## src/hw/rtl/sha256_stream_hasher_macros.svh

```systemverilog
// Assertion macros for the SHA-256 stream hasher.
`ifndef SHA256_STREAM_HASHER_MACROS_SVH
`define SHA256_STREAM_HASHER_MACROS_SVH

// Plain check, sampled on clk and held off during reset.
`define SSH_ASSERT(lbl, prop) \
	lbl: assert property (@(posedge clk) disable iff (!arst_n) prop) \
		else $error("sha256 stream hasher check failed");

// Check on the cycle after the condition.
`define SSH_ASSERT_NEXT(lbl, pre, post) \
	`SSH_ASSERT(lbl, (pre) |=> (post))

`endif

```

## src/hw/rtl/s256sh_pkg.sv

```systemverilog
// Constants and round functions for the SHA-256 stream hasher.
`default_nettype none

package s256sh_pkg;

	localparam int unsigned ROUNDS     = 64;
	localparam int unsigned HASH_WORDS = 8;
	localparam int unsigned BLOCK_BITS = 512;
	localparam int unsigned LEN_POS    = 56;

	localparam logic [7:0]  PAD_MARK  = 8'h80;
	localparam logic [63:0] BYTE_BITS = 64'd8;

	localparam logic [31:0] ROUND_K [ROUNDS] = '{
		32'h428a2f98, 32'h71374491, 32'hb5c0fbcf, 32'he9b5dba5,
		32'h3956c25b, 32'h59f111f1, 32'h923f82a4, 32'hab1c5ed5,
		32'hd807aa98, 32'h12835b01, 32'h243185be, 32'h550c7dc3,
		32'h72be5d74, 32'h80deb1fe, 32'h9bdc06a7, 32'hc19bf174,
		32'he49b69c1, 32'hefbe4786, 32'h0fc19dc6, 32'h240ca1cc,
		32'h2de92c6f, 32'h4a7484aa, 32'h5cb0a9dc, 32'h76f988da,
		32'h983e5152, 32'ha831c66d, 32'hb00327c8, 32'hbf597fc7,
		32'hc6e00bf3, 32'hd5a79147, 32'h06ca6351, 32'h14292967,
		32'h27b70a85, 32'h2e1b2138, 32'h4d2c6dfc, 32'h53380d13,
		32'h650a7354, 32'h766a0abb, 32'h81c2c92e, 32'h92722c85,
		32'ha2bfe8a1, 32'ha81a664b, 32'hc24b8b70, 32'hc76c51a3,
		32'hd192e819, 32'hd6990624, 32'hf40e3585, 32'h106aa070,
		32'h19a4c116, 32'h1e376c08, 32'h2748774c, 32'h34b0bcb5,
		32'h391c0cb3, 32'h4ed8aa4a, 32'h5b9cca4f, 32'h682e6ff3,
		32'h748f82ee, 32'h78a5636f, 32'h84c87814, 32'h8cc70208,
		32'h90befffa, 32'ha4506ceb, 32'hbef9a3f7, 32'hc67178f2
	};

	localparam logic [31:0] HASH_IV [HASH_WORDS] = '{
		32'h6a09e667, 32'hbb67ae85, 32'h3c6ef372, 32'ha54ff53a,
		32'h510e527f, 32'h9b05688c, 32'h1f83d9ab, 32'h5be0cd19
	};

	function automatic logic [31:0] big_sigma0(input logic [31:0] x);
		return {x[1:0], x[31:2]} ^ {x[12:0], x[31:13]} ^ {x[21:0], x[31:22]};
	endfunction

	function automatic logic [31:0] big_sigma1(input logic [31:0] x);
		return {x[5:0], x[31:6]} ^ {x[10:0], x[31:11]} ^ {x[24:0], x[31:25]};
	endfunction

	function automatic logic [31:0] small_sigma0(input logic [31:0] x);
		return {x[6:0], x[31:7]} ^ {x[17:0], x[31:18]} ^ {3'b000, x[31:3]};
	endfunction

	function automatic logic [31:0] small_sigma1(input logic [31:0] x);
		return {x[16:0], x[31:17]} ^ {x[18:0], x[31:19]} ^ {10'd0, x[31:10]};
	endfunction

endpackage

`default_nettype wire

```

## src/hw/rtl/sha256_stream_hasher.sv

```systemverilog
// SHA-256 stream hasher: byte absorb, padding sequencer and one-round-per-cycle compressor.
//
//  channel | direction | handshake            | payload
//  --------+-----------+----------------------+-------------------------------------
//  in      | sink      | in_valid / in_ready  | action, data_byte
//  out     | source    | out_valid / out_ready| digest_word, word_index, last_word
//
// An absorb item is taken only while idle; the one that completes a 64-byte block holds
// in_ready low through 64 rounds of the shared round unit and one hash update.
// A finish item shifts in (64 - pending bytes) padding bytes, one per cycle, then
// compresses; with more than 55 bytes pending it pads and compresses a second block.
// The digest sits in its own register, so the next message may start while the
// eight words drain; a finish waits only if the previous digest is still draining.
// Reset (arst_n low) restores the initial hash value and an empty message at once.
`default_nettype none

module sha256_stream_hasher (
	input  wire logic        clk,
	input  wire logic        arst_n,
	input  wire logic        in_valid,
	output logic             in_ready,
	input  wire logic        action,
	input  wire logic [7:0]  data_byte,
	output logic             out_valid,
	input  wire logic        out_ready,
	output logic [31:0]      digest_word,
	output logic [2:0]       word_index,
	output logic             last_word
);

	`include "sha256_stream_hasher_macros.svh"

	typedef enum logic [2:0] {
		ST_IDLE,
		ST_PAD,
		ST_ROUND,
		ST_FINAL,
		ST_DUMP
	} state_t;

	localparam logic [5:0] LAST_ROUND = 6'(s256sh_pkg::ROUNDS - 1);
	localparam logic [5:0] LAST_BYTE  = 6'(s256sh_pkg::BLOCK_BITS / 8 - 1);
	localparam logic [5:0] LEN_START  = 6'(s256sh_pkg::LEN_POS);

	state_t        state_q;
	logic [5:0]    rnd_q;
	logic [5:0]    fill_q;
	logic [63:0]   bit_cnt_q;
	logic          len_ok_q;
	logic          pad_first_q;
	logic          finishing_q;
	logic [31:0]   hash_q [s256sh_pkg::HASH_WORDS];
	logic          out_valid_q;
	logic [2:0]    out_idx_q;

	logic [511:0]  win_q;
	logic [31:0]   v_q [s256sh_pkg::HASH_WORDS];
	logic [31:0]   out_words_q [s256sh_pkg::HASH_WORDS];

	logic          in_acc;
	logic          out_acc;
	logic          len_sel;
	logic [7:0]    pad_byte;
	logic          absorb_fill;
	logic          pad_fill;
	logic          dump_go;
	logic [31:0]   w0, w1, w9, w14;
	logic [31:0]   new_w;
	logic [31:0]   t1, t2, ch, maj;

	assign in_ready = (state_q == ST_IDLE);
	assign in_acc   = in_valid && in_ready;
	assign out_acc  = out_valid_q && out_ready;

	assign out_valid   = out_valid_q;
	assign digest_word = out_words_q[0];
	assign word_index  = out_idx_q;
	assign last_word   = (out_idx_q == 3'(s256sh_pkg::HASH_WORDS - 1));

	// length bytes go in only on the block that closes the message
	assign len_sel  = len_ok_q && (fill_q >= LEN_START);
	assign pad_byte = pad_first_q ? s256sh_pkg::PAD_MARK
	                              : (len_sel ? bit_cnt_q[63:56] : 8'h00);

	assign absorb_fill = in_acc && !action && (fill_q == LAST_BYTE);
	assign pad_fill    = (state_q == ST_PAD) && (fill_q == LAST_BYTE);
	assign dump_go     = (state_q == ST_DUMP) && !out_valid_q;

	// message schedule taps of the 16-word window
	assign w0  = win_q[511:480];
	assign w1  = win_q[479:448];
	assign w9  = win_q[223:192];
	assign w14 = win_q[63:32];
	assign new_w = s256sh_pkg::small_sigma1(w14) + w9 + s256sh_pkg::small_sigma0(w1) + w0;

	assign ch  = (v_q[4] & v_q[5]) ^ (~v_q[4] & v_q[6]);
	assign maj = (v_q[0] & v_q[1]) ^ (v_q[0] & v_q[2]) ^ (v_q[1] & v_q[2]);
	assign t1  = v_q[7] + s256sh_pkg::big_sigma1(v_q[4]) + ch
	             + s256sh_pkg::ROUND_K[rnd_q] + w0;
	assign t2  = s256sh_pkg::big_sigma0(v_q[0]) + maj;

	always_ff @(posedge clk or negedge arst_n) begin
		if (!arst_n) begin
			state_q     <= ST_IDLE;
			rnd_q       <= '0;
			fill_q      <= '0;
			bit_cnt_q   <= '0;
			len_ok_q    <= 1'b0;
			pad_first_q <= 1'b0;
			finishing_q <= 1'b0;
			out_valid_q <= 1'b0;
			out_idx_q   <= '0;
			for (int i = 0; i < s256sh_pkg::HASH_WORDS; i++) begin
				hash_q[i] <= s256sh_pkg::HASH_IV[i];
			end
		end else begin
			if (out_acc) begin
				out_idx_q <= out_idx_q + 3'd1;
				if (last_word) begin
					out_valid_q <= 1'b0;
				end
			end

			unique case (state_q)
				ST_IDLE: begin
					if (in_acc) begin
						if (!action) begin
							fill_q    <= fill_q + 6'd1;
							bit_cnt_q <= bit_cnt_q + s256sh_pkg::BYTE_BITS;
							if (fill_q == LAST_BYTE) begin
								rnd_q   <= '0;
								state_q <= ST_ROUND;
							end
						end else begin
							len_ok_q    <= (fill_q < LEN_START);
							pad_first_q <= 1'b1;
							finishing_q <= 1'b1;
							state_q     <= ST_PAD;
						end
					end
				end
				ST_PAD: begin
					fill_q      <= fill_q + 6'd1;
					pad_first_q <= 1'b0;
					if (!pad_first_q && len_sel) begin
						bit_cnt_q <= {bit_cnt_q[55:0], 8'h00};
					end
					if (fill_q == LAST_BYTE) begin
						rnd_q   <= '0;
						state_q <= ST_ROUND;
					end
				end
				ST_ROUND: begin
					rnd_q <= rnd_q + 6'd1;
					if (rnd_q == LAST_ROUND) begin
						state_q <= ST_FINAL;
					end
				end
				ST_FINAL: begin
					for (int i = 0; i < s256sh_pkg::HASH_WORDS; i++) begin
						hash_q[i] <= hash_q[i] + v_q[i];
					end
					priority if (!finishing_q) begin
						state_q <= ST_IDLE;
					end else if (len_ok_q) begin
						state_q <= ST_DUMP;
					end else begin
						// extra block: zeros then the length
						len_ok_q <= 1'b1;
						state_q  <= ST_PAD;
					end
				end
				ST_DUMP: begin
					if (!out_valid_q) begin
						for (int i = 0; i < s256sh_pkg::HASH_WORDS; i++) begin
							hash_q[i] <= s256sh_pkg::HASH_IV[i];
						end
						bit_cnt_q   <= '0;
						fill_q      <= '0;
						len_ok_q    <= 1'b0;
						finishing_q <= 1'b0;
						out_valid_q <= 1'b1;
						out_idx_q   <= '0;
						state_q     <= ST_IDLE;
					end
				end
				default: begin
					state_q <= ST_IDLE;
				end
			endcase
		end
	end

	// datapath: schedule window, working variables, digest output register
	always_ff @(posedge clk) begin
		if (in_acc && !action) begin
			win_q <= {win_q[503:0], data_byte};
		end else if (state_q == ST_PAD) begin
			win_q <= {win_q[503:0], pad_byte};
		end else if (state_q == ST_ROUND) begin
			win_q <= {win_q[479:0], new_w};
		end

		if (absorb_fill || pad_fill) begin
			for (int i = 0; i < s256sh_pkg::HASH_WORDS; i++) begin
				v_q[i] <= hash_q[i];
			end
		end else if (state_q == ST_ROUND) begin
			v_q[7] <= v_q[6];
			v_q[6] <= v_q[5];
			v_q[5] <= v_q[4];
			v_q[4] <= v_q[3] + t1;
			v_q[3] <= v_q[2];
			v_q[2] <= v_q[1];
			v_q[1] <= v_q[0];
			v_q[0] <= t1 + t2;
		end

		if (dump_go) begin
			for (int i = 0; i < s256sh_pkg::HASH_WORDS; i++) begin
				out_words_q[i] <= hash_q[i];
			end
		end else if (out_acc) begin
			for (int i = 0; i < s256sh_pkg::HASH_WORDS - 1; i++) begin
				out_words_q[i] <= out_words_q[i + 1];
			end
		end
	end

	`SSH_ASSERT(a_first_word, $rose(out_valid) |-> (word_index == 3'd0))
	`SSH_ASSERT_NEXT(a_last_drops, out_valid && out_ready && last_word, !out_valid)
	`SSH_ASSERT_NEXT(a_round_end, (state_q == ST_ROUND) && (rnd_q == LAST_ROUND), state_q == ST_FINAL)
	`SSH_ASSERT_NEXT(a_block_start, absorb_fill, (state_q == ST_ROUND) && (rnd_q == 6'd0))

endmodule

`default_nettype wire
```

## config.mk

```make
export PLATFORM = sky130hd
export DESIGN_NAME = sha256_stream_hasher
export DESIGN_NICKNAME = d
export VERILOG_FILES = /design/src/hw/rtl/s256sh_pkg.sv /design/src/hw/rtl/sha256_stream_hasher.sv
export VERILOG_INCLUDE_DIRS = /design/src /design/src/hw/rtl
export SDC_FILE = /design/constraint.sdc
export NUM_CORES = 2
export LEC_CHECK = 0
export BUFFER_PORTS_ARGS = -buffer_cell sky130_fd_sc_hd__buf_2
export CORE_ASPECT_RATIO = 1.5
export CORE_UTILIZATION = 55
export CTS_BUF_LIST = sky130_fd_sc_hd__clkbuf_4
export DETAILED_ROUTE_END_ITERATION = 10
export GPL_ROUTABILITY_DRIVEN = 0
export PLACE_DENSITY = 0.71
export SLEW_MARGIN = 20
export SYNTH_ARGS = -nofsm -noshare
export SYNTH_HDL_FRONTEND = slang
export SYNTH_SLANG_ARGS = --single-unit
```

## constraint.sdc

```tcl
create_clock -name clk -period 40.6 [get_ports clk]
set_clock_uncertainty 0.1 [all_clocks]
set_input_delay 0 -clock clk [delete_from_list [all_inputs] [get_ports clk]]
set_output_delay 0 -clock clk [all_outputs]
set_load 0.02 [all_outputs]
```

# Word level (Yosys, flattened, before mapping)

Memory sizes are Yosys's and may differ from the RTL's.
Cells that the tools add are included.

Flip-flop bits (word level): 854
Bits in writable memories: 512
Bits in read-only memories: 2048
Input bits: 13
Output and inout bits: 38
Logic and storage cells: 192
Memories: 3

Memories:

| name             | words | width | rd ports | clocked after Yosys merged registers in | write ports | RTL line                   | source |
|---|---|---|---|---|---|---|---|
| (name not given) | 64    | 32    | 1        | 0                                       | 0           | sha256_stream_hasher.sv:99 | `+ s256sh_pkg::ROUND_K[rnd_q] + w0;` |
| out_words_q      | 8     | 32    | 8        | 0                                       | 8           | sha256_stream_hasher.sv:58 | `logic [31:0] out_words_q [s256sh_pkg::HASH_WORDS];` |
| v_q              | 8     | 32    | 8        | 0                                       | 8           | sha256_stream_hasher.sv:57 | `logic [31:0] v_q [s256sh_pkg::HASH_WORDS];` |

Add/sub/neg operators: 22
Magnitude comparators: 3
Eq/ne operators: 14
Muxes and demuxes: 71
Bitwise logic cells: 33
Reduce and logical (&&, ||, !) cells: 28

Operators by type and width:

| operator                | count |
|---|---|
| $mux W512               | 3 |
| $add A32 B32 Y32        | 18 |
| $mux W32                | 17 |
| $pmux W256 S2           | 1 |
| $xor A32 B32 Y32        | 9 |
| $mux W256               | 1 |
| $mux W64                | 4 |
| $pmux W64 S3            | 1 |
| $and A32 B32 Y32        | 5 |
| $add A64 B4 Y64 const B | 1 |
| $mux W6                 | 6 |
| $pmux W6 S3             | 2 |
| $not A32 Y32            | 1 |
| $xor A32 B22 Y32        | 1 |
| $xor A32 B29 Y32        | 1 |
| $mux W3                 | 10 |
| $mux W1                 | 20 |
| $mux W8                 | 2 |
| $or A1 B1 Y1            | 15 |
| $pmux W3 S5             | 1 |
| $add A6 B1 Y6 const B   | 2 |
| $eq A6 B6 Y1 const B    | 2 |
| $reduce_bool A3 Y1      | 4 |
| $reduce_and A5 Y1       | 2 |
| 20 further kinds        | 42 |

# Depth between registers and ports, before layout

Word-level depth: 8
Gate-level depth with buffers: 43
Mapped depth without buffers: 40

# Worst setup path before layout

Ideal clock, no wire load.

Path kind: reg-to-reg
Start point: reg state_q[1]
End point: reg rnd_q[5]
Library setup time: 137 ps
Arrival: 13488 ps
Data required time: 40363 ps
Slack: 26875 ps
Cell stages (with the launch flop): 9
Buffers on the path: 1
Clock period less this slack: 13725 ps
Cells stage by stage: dfrtp_1 clkbuf_1 nor3b_1 nor2_1 nor2_1 nand3_1 nor2_1 xnor2_1 a21oi_1

Word-level cells in the longest chain between the ends: 4
Elaborated cells on any way between the ends: 9
Those cells by class: 4 x eq/ne; 1 x mux; 4 x reduce/logical

Ends and longest elaborated chain:

| element                     | RTL line                                                | source |
|---|---|---|
| start, declared             | sha256_stream_hasher.sv:45                              | `state_t state_q;` |
| start signal, assigned      | sha256_stream_hasher.sv:104                             | `state_q <= ST_IDLE;` |
| start signal, assigned      | sha256_stream_hasher.sv:132                             | `state_q <= ST_ROUND;` |
| start signal, assigned      | sha256_stream_hasher.sv:138                             | `state_q <= ST_PAD;` |
| $logic_not A3 Y1            | sha256_stream_hasher.sv:71, sha256_stream_hasher.sv:124 |  |
| $logic_and A1 B1 Y1         | sha256_stream_hasher.sv:72                              | `assign in_acc = in_valid && in_ready;` |
| $ne A2 B1 Y1 (no line)      | n/a                                                     |  |
| $reduce_and A3 Y1 (no line) | n/a                                                     |  |
| end signal, assigned        | sha256_stream_hasher.sv:154                             | `rnd_q <= rnd_q + 6'd1;` |
| end, declared               | sha256_stream_hasher.sv:46                              | `logic [5:0] rnd_q;` |

Parallel ways exist; a longest one is shown, timed or not.
A chain may end at the register's enable or synchronous reset.

==> metrics.md <==
| Metric | Value |
|---|---|
| Warning count from the yosys run | 0 |
| Post-Route Setup TNS | 0 ns |
| Hold violation total from the final report | 0 |
| Number of DRC markers after the initial detailed-route iteration | 6530 |
| Endpoint type of the worst setup path | register |
| Number of setup buffers added after CTS | 0 |
| DRT antenna net count | 0 |
| Number of search-and-repair iterations in the first detailed-routing pass | 11 |
| Delay of the slowest critical-path stage | 1.02 ns |
| Post-synthesis net count | 9531 |
| Die height | 482.9 um |
| Final worst path period share | 0.2793 |
| DR top layer | met5 |
| Via count of the first global-routing pass | 67162 |
| Maximum number of buffers from clock root to sink | 4 |
| Outcome | finished, violations left |
| Type of the worst min-delay path | in -> reg |
| Number of fillers in the final layout | 13136 |
| All-layer global routing usage | 0.3316 |
| Violated checks | DRC |
| Arr. time, crit path | 12.36 ns |
| Share of post-route cells with drive strength above 1 | 0.1198 |
| Max-slew headroom | 0.1142 |
| Detailed-routed wire length on met3 | 19420 um |
| Post-synth EDFFs | 1024 |
| CTS clock-pin slew for the worst setup and hold paths | 0.07 ns |
| Global-route wire length before repair | 389800 um |
| Cts bufs inserted | 359 |
| Synthesized area per cell | 9.500 um^2 |
| Netlist area before placement | 84790 um^2 |
| # setup viols final | 0 |
| Distinct cell type count of the synthesized netlist | 91 |
| Portion of the post-synthesis area used by sequential elements | 0.4647 |
| Worst skew pair latency | 1.42 ns |
| Antenna violations before repair | 16 |
| Post-CTS resize count | 0 |
| Core region area | 153300 um^2 |
| Crit path max fanout | 25 |
| Max capacitance violation total | 0 |
| Startpoint Class | register |
| Routed via count | 66684 |
| Worst-Margin Slew | 1.324 ns |
| Area growth from synthesis to final layout | 7.814% |
| Post-detail-place hpwl | 172400 um |
| Number of buffers inserted for hold repair after clock tree synthesis | 44 |
| Setup Crit Path Kind | reg -> reg |
| Met2 wire len | 121900 um |
| FFs w/ async S/R, synth | 0.2487 |
| Area of the die | 155800 um^2 |
| Highest clock rate | 88.20 MHz |
| #FFs+latches synth | 1363 |
| Port Buffer Count | 50 |
| Leading register cell type out of synthesis | edfxtp_1 |
| Sink Count | 1363 |
| Worst path required time | 41.62 ns |
| CTS tree | done |
| Total gr overflow | 0 |
| Ratio of routed vias to standard cells | 5.914 |
| Fin crit period | 11.34 ns |
| Residual DRC | 61 |
| Slowest cell on the critical path | o311ai_0 |
| Cell seen most often among critical-path stages | inv_1 |
| Pin count of the biggest net entering global routing | 230 |
| Wire length after detailed routing | 255400 um |
| Final standard cell utilization of the core | 0.5964 |
| H-tree depth reported by CTS | 5 |
| Number of nets in the layout | 9557 |
| Row Count | 176 |
| RSZ-0062 raised after global routing | false |
| Met1 Wirelength | 88640 um |
| Root cell of the clock tree | clkbuf_4 |
| Max-slew violation count | 0 |
| Width of the die | 322.6 um |
| Initial core utilization | 0.5532 |
| Synthesized instance count | 8925 |
| I/O Pins | 51 |
| Routed length per placed instance | 22.65 um |
-- cell usage after synthesis (36+ instances only) --
master | instances | area (um^2)
nand2_1 | 2378 | 8926
edfxtp_1 | 1024 | 30750
o21ai_0 | 661 | 3308
inv_1 | 489 | 1836
a21oi_1 | 484 | 2422
clkbuf_1 | 444 | 1667
nor2_1 | 403 | 1513
ha_1 | 398 | 4980
xnor2_1 | 325 | 2846
xor2_1 | 252 | 2207
dfrtp_1 | 203 | 5080
mux2_2 | 196 | 2207
fa_1 | 195 | 3904
a21o_1 | 175 | 1314
dfstp_2 | 136 | 3573
nand3_1 | 91 | 455.4
nor3_1 | 88 | 440.4
nand2b_1 | 79 | 494.2
a31oi_1 | 66 | 412.9
o21a_1 | 54 | 405.4
and3_1 | 53 | 331.6
nor2b_1 | 51 | 319.1
a211oi_1 | 49 | 367.9
o21bai_1 | 46 | 345.3
o31ai_1 | 39 | 292.8
o211ai_1 | 36 | 270.3
-- placed cells by master, fill, tap and decap left out, types with 34 or more instances in the layout --
master and n:
a211oi_1 48, a21o_1 175, a21oi_1 484, a31oi_1 65, and3_1 53, buf_2 49, buf_4 71, clkbuf_4 533
clkinv_1 69, dfrtp_1 201, dfstp_2 136, dlygate4sd3_1 43, edfxtp_1 1024, fa_1 195, ha_1 398, inv_1 487
mux2_2 196, mux2i_1 34, nand2_1 2374, nand2b_1 79, nand3_1 91, nand4_1 34, nor2_1 399, nor2b_1 50
nor3_1 86, o211ai_1 36, o21a_1 54, o21ai_0 659, o21bai_1 46, o31ai_1 39, xnor2_1 325, xor2_1 252
-- worst max-delay path, delay by kind of cell (launching register included) --
family / cells / cell delay (ns)
flops: 1 / 0.96
buf+inv: 5 / 0.68
xor+xnor: 2 / 0.38
simple gates: 8 / 1.98
compound gates: 14 / 4.11
fa+ha+maj: 7 / 2.85
-- path summary, 6_finish.rpt --
| kind | endpoint | cells after the start | slack (ns) | start |
|---|---|---|---|---|
| max in group asynchronous | bit_cnt_q[50] | 7 | 38.31 | arst_n |
| hold / removal | win_q[2] | 5 | 0.08 | data_byte[2] |
| hold reg to reg | out_words_q[1][122] | 0 | 0.37 | hash_q[26] |
| setup / recovery | v_q[0][31] | 36 | 29.26 | rnd_q[1] |
| setup reg to reg | v_q[0][31] | 36 | 29.26 | rnd_q[1] |
| min in group asynchronous | hash_q[235] | 5 | 0.12 | arst_n |
-- sequential cells by signal, summed over array words and instances (netlist names) --
signal,cells
hash_q,256
pad_first_q,1
word_index,3
out_words_q,256
state_q,3
rnd_q,6
fill_q,6
win_q,512
len_ok_q,1
bit_cnt_q,61
v_q,256
out_valid,1
finishing_q,1
-- per-stage QoR --
step	hold WS, ns	cells	worst slack, ns	area (um^2)
floorplan	-0.3956	8925	26.87	84790
global placement	-0.06418	10591	30.10	86330
detailed placement	-0.06065	10591	29.77	86340
CTS	0.03155	11262	29.76	91310
global route	0.09340	11270	28.96	91400
finish	0.08077	11276	29.26	91410
-- cells by family (layout without fill, tap and decap cells) --
kind of cell | after synthesis | after routing | synth area share
simple gates | 3306 | 3306 | 0.1606
xor+xnor | 577 | 577 | 0.05960
other cells | 0 | 12 | 0
flops | 1363 | 1363 | 0.4647
buf+inv | 998 | 1290 | 0.04563
mux | 241 | 241 | 0.03297
fa+ha+maj | 597 | 597 | 0.1052
compound gates | 1843 | 1843 | 0.1312
-- routing by layer --
metal	vias to the layer above	track usage
li1	30880	-
met2	2868	0.5458
met5	-	0.001852
met3	1112	0.08422
met1	31816	0.3570
met4	8	0.2825
-- layout make-up --
class,instances,area [um^2],area share
diodes,12,30.03,0.0003285
clock buffers,533,4001,0.04377
clock inverters,94,506.7,0.005543
inverters,490,1849,0.02023
multi-input cells,6564,41650,0.4556
flip-flops and latches,1363,39410,0.4311
well taps,2047,2561,0.02802
repair buffers,173,1410,0.01543
Power is not shown: default switching activity piles up to over one toggle a cycle in this logic, so the estimate is an artifact.
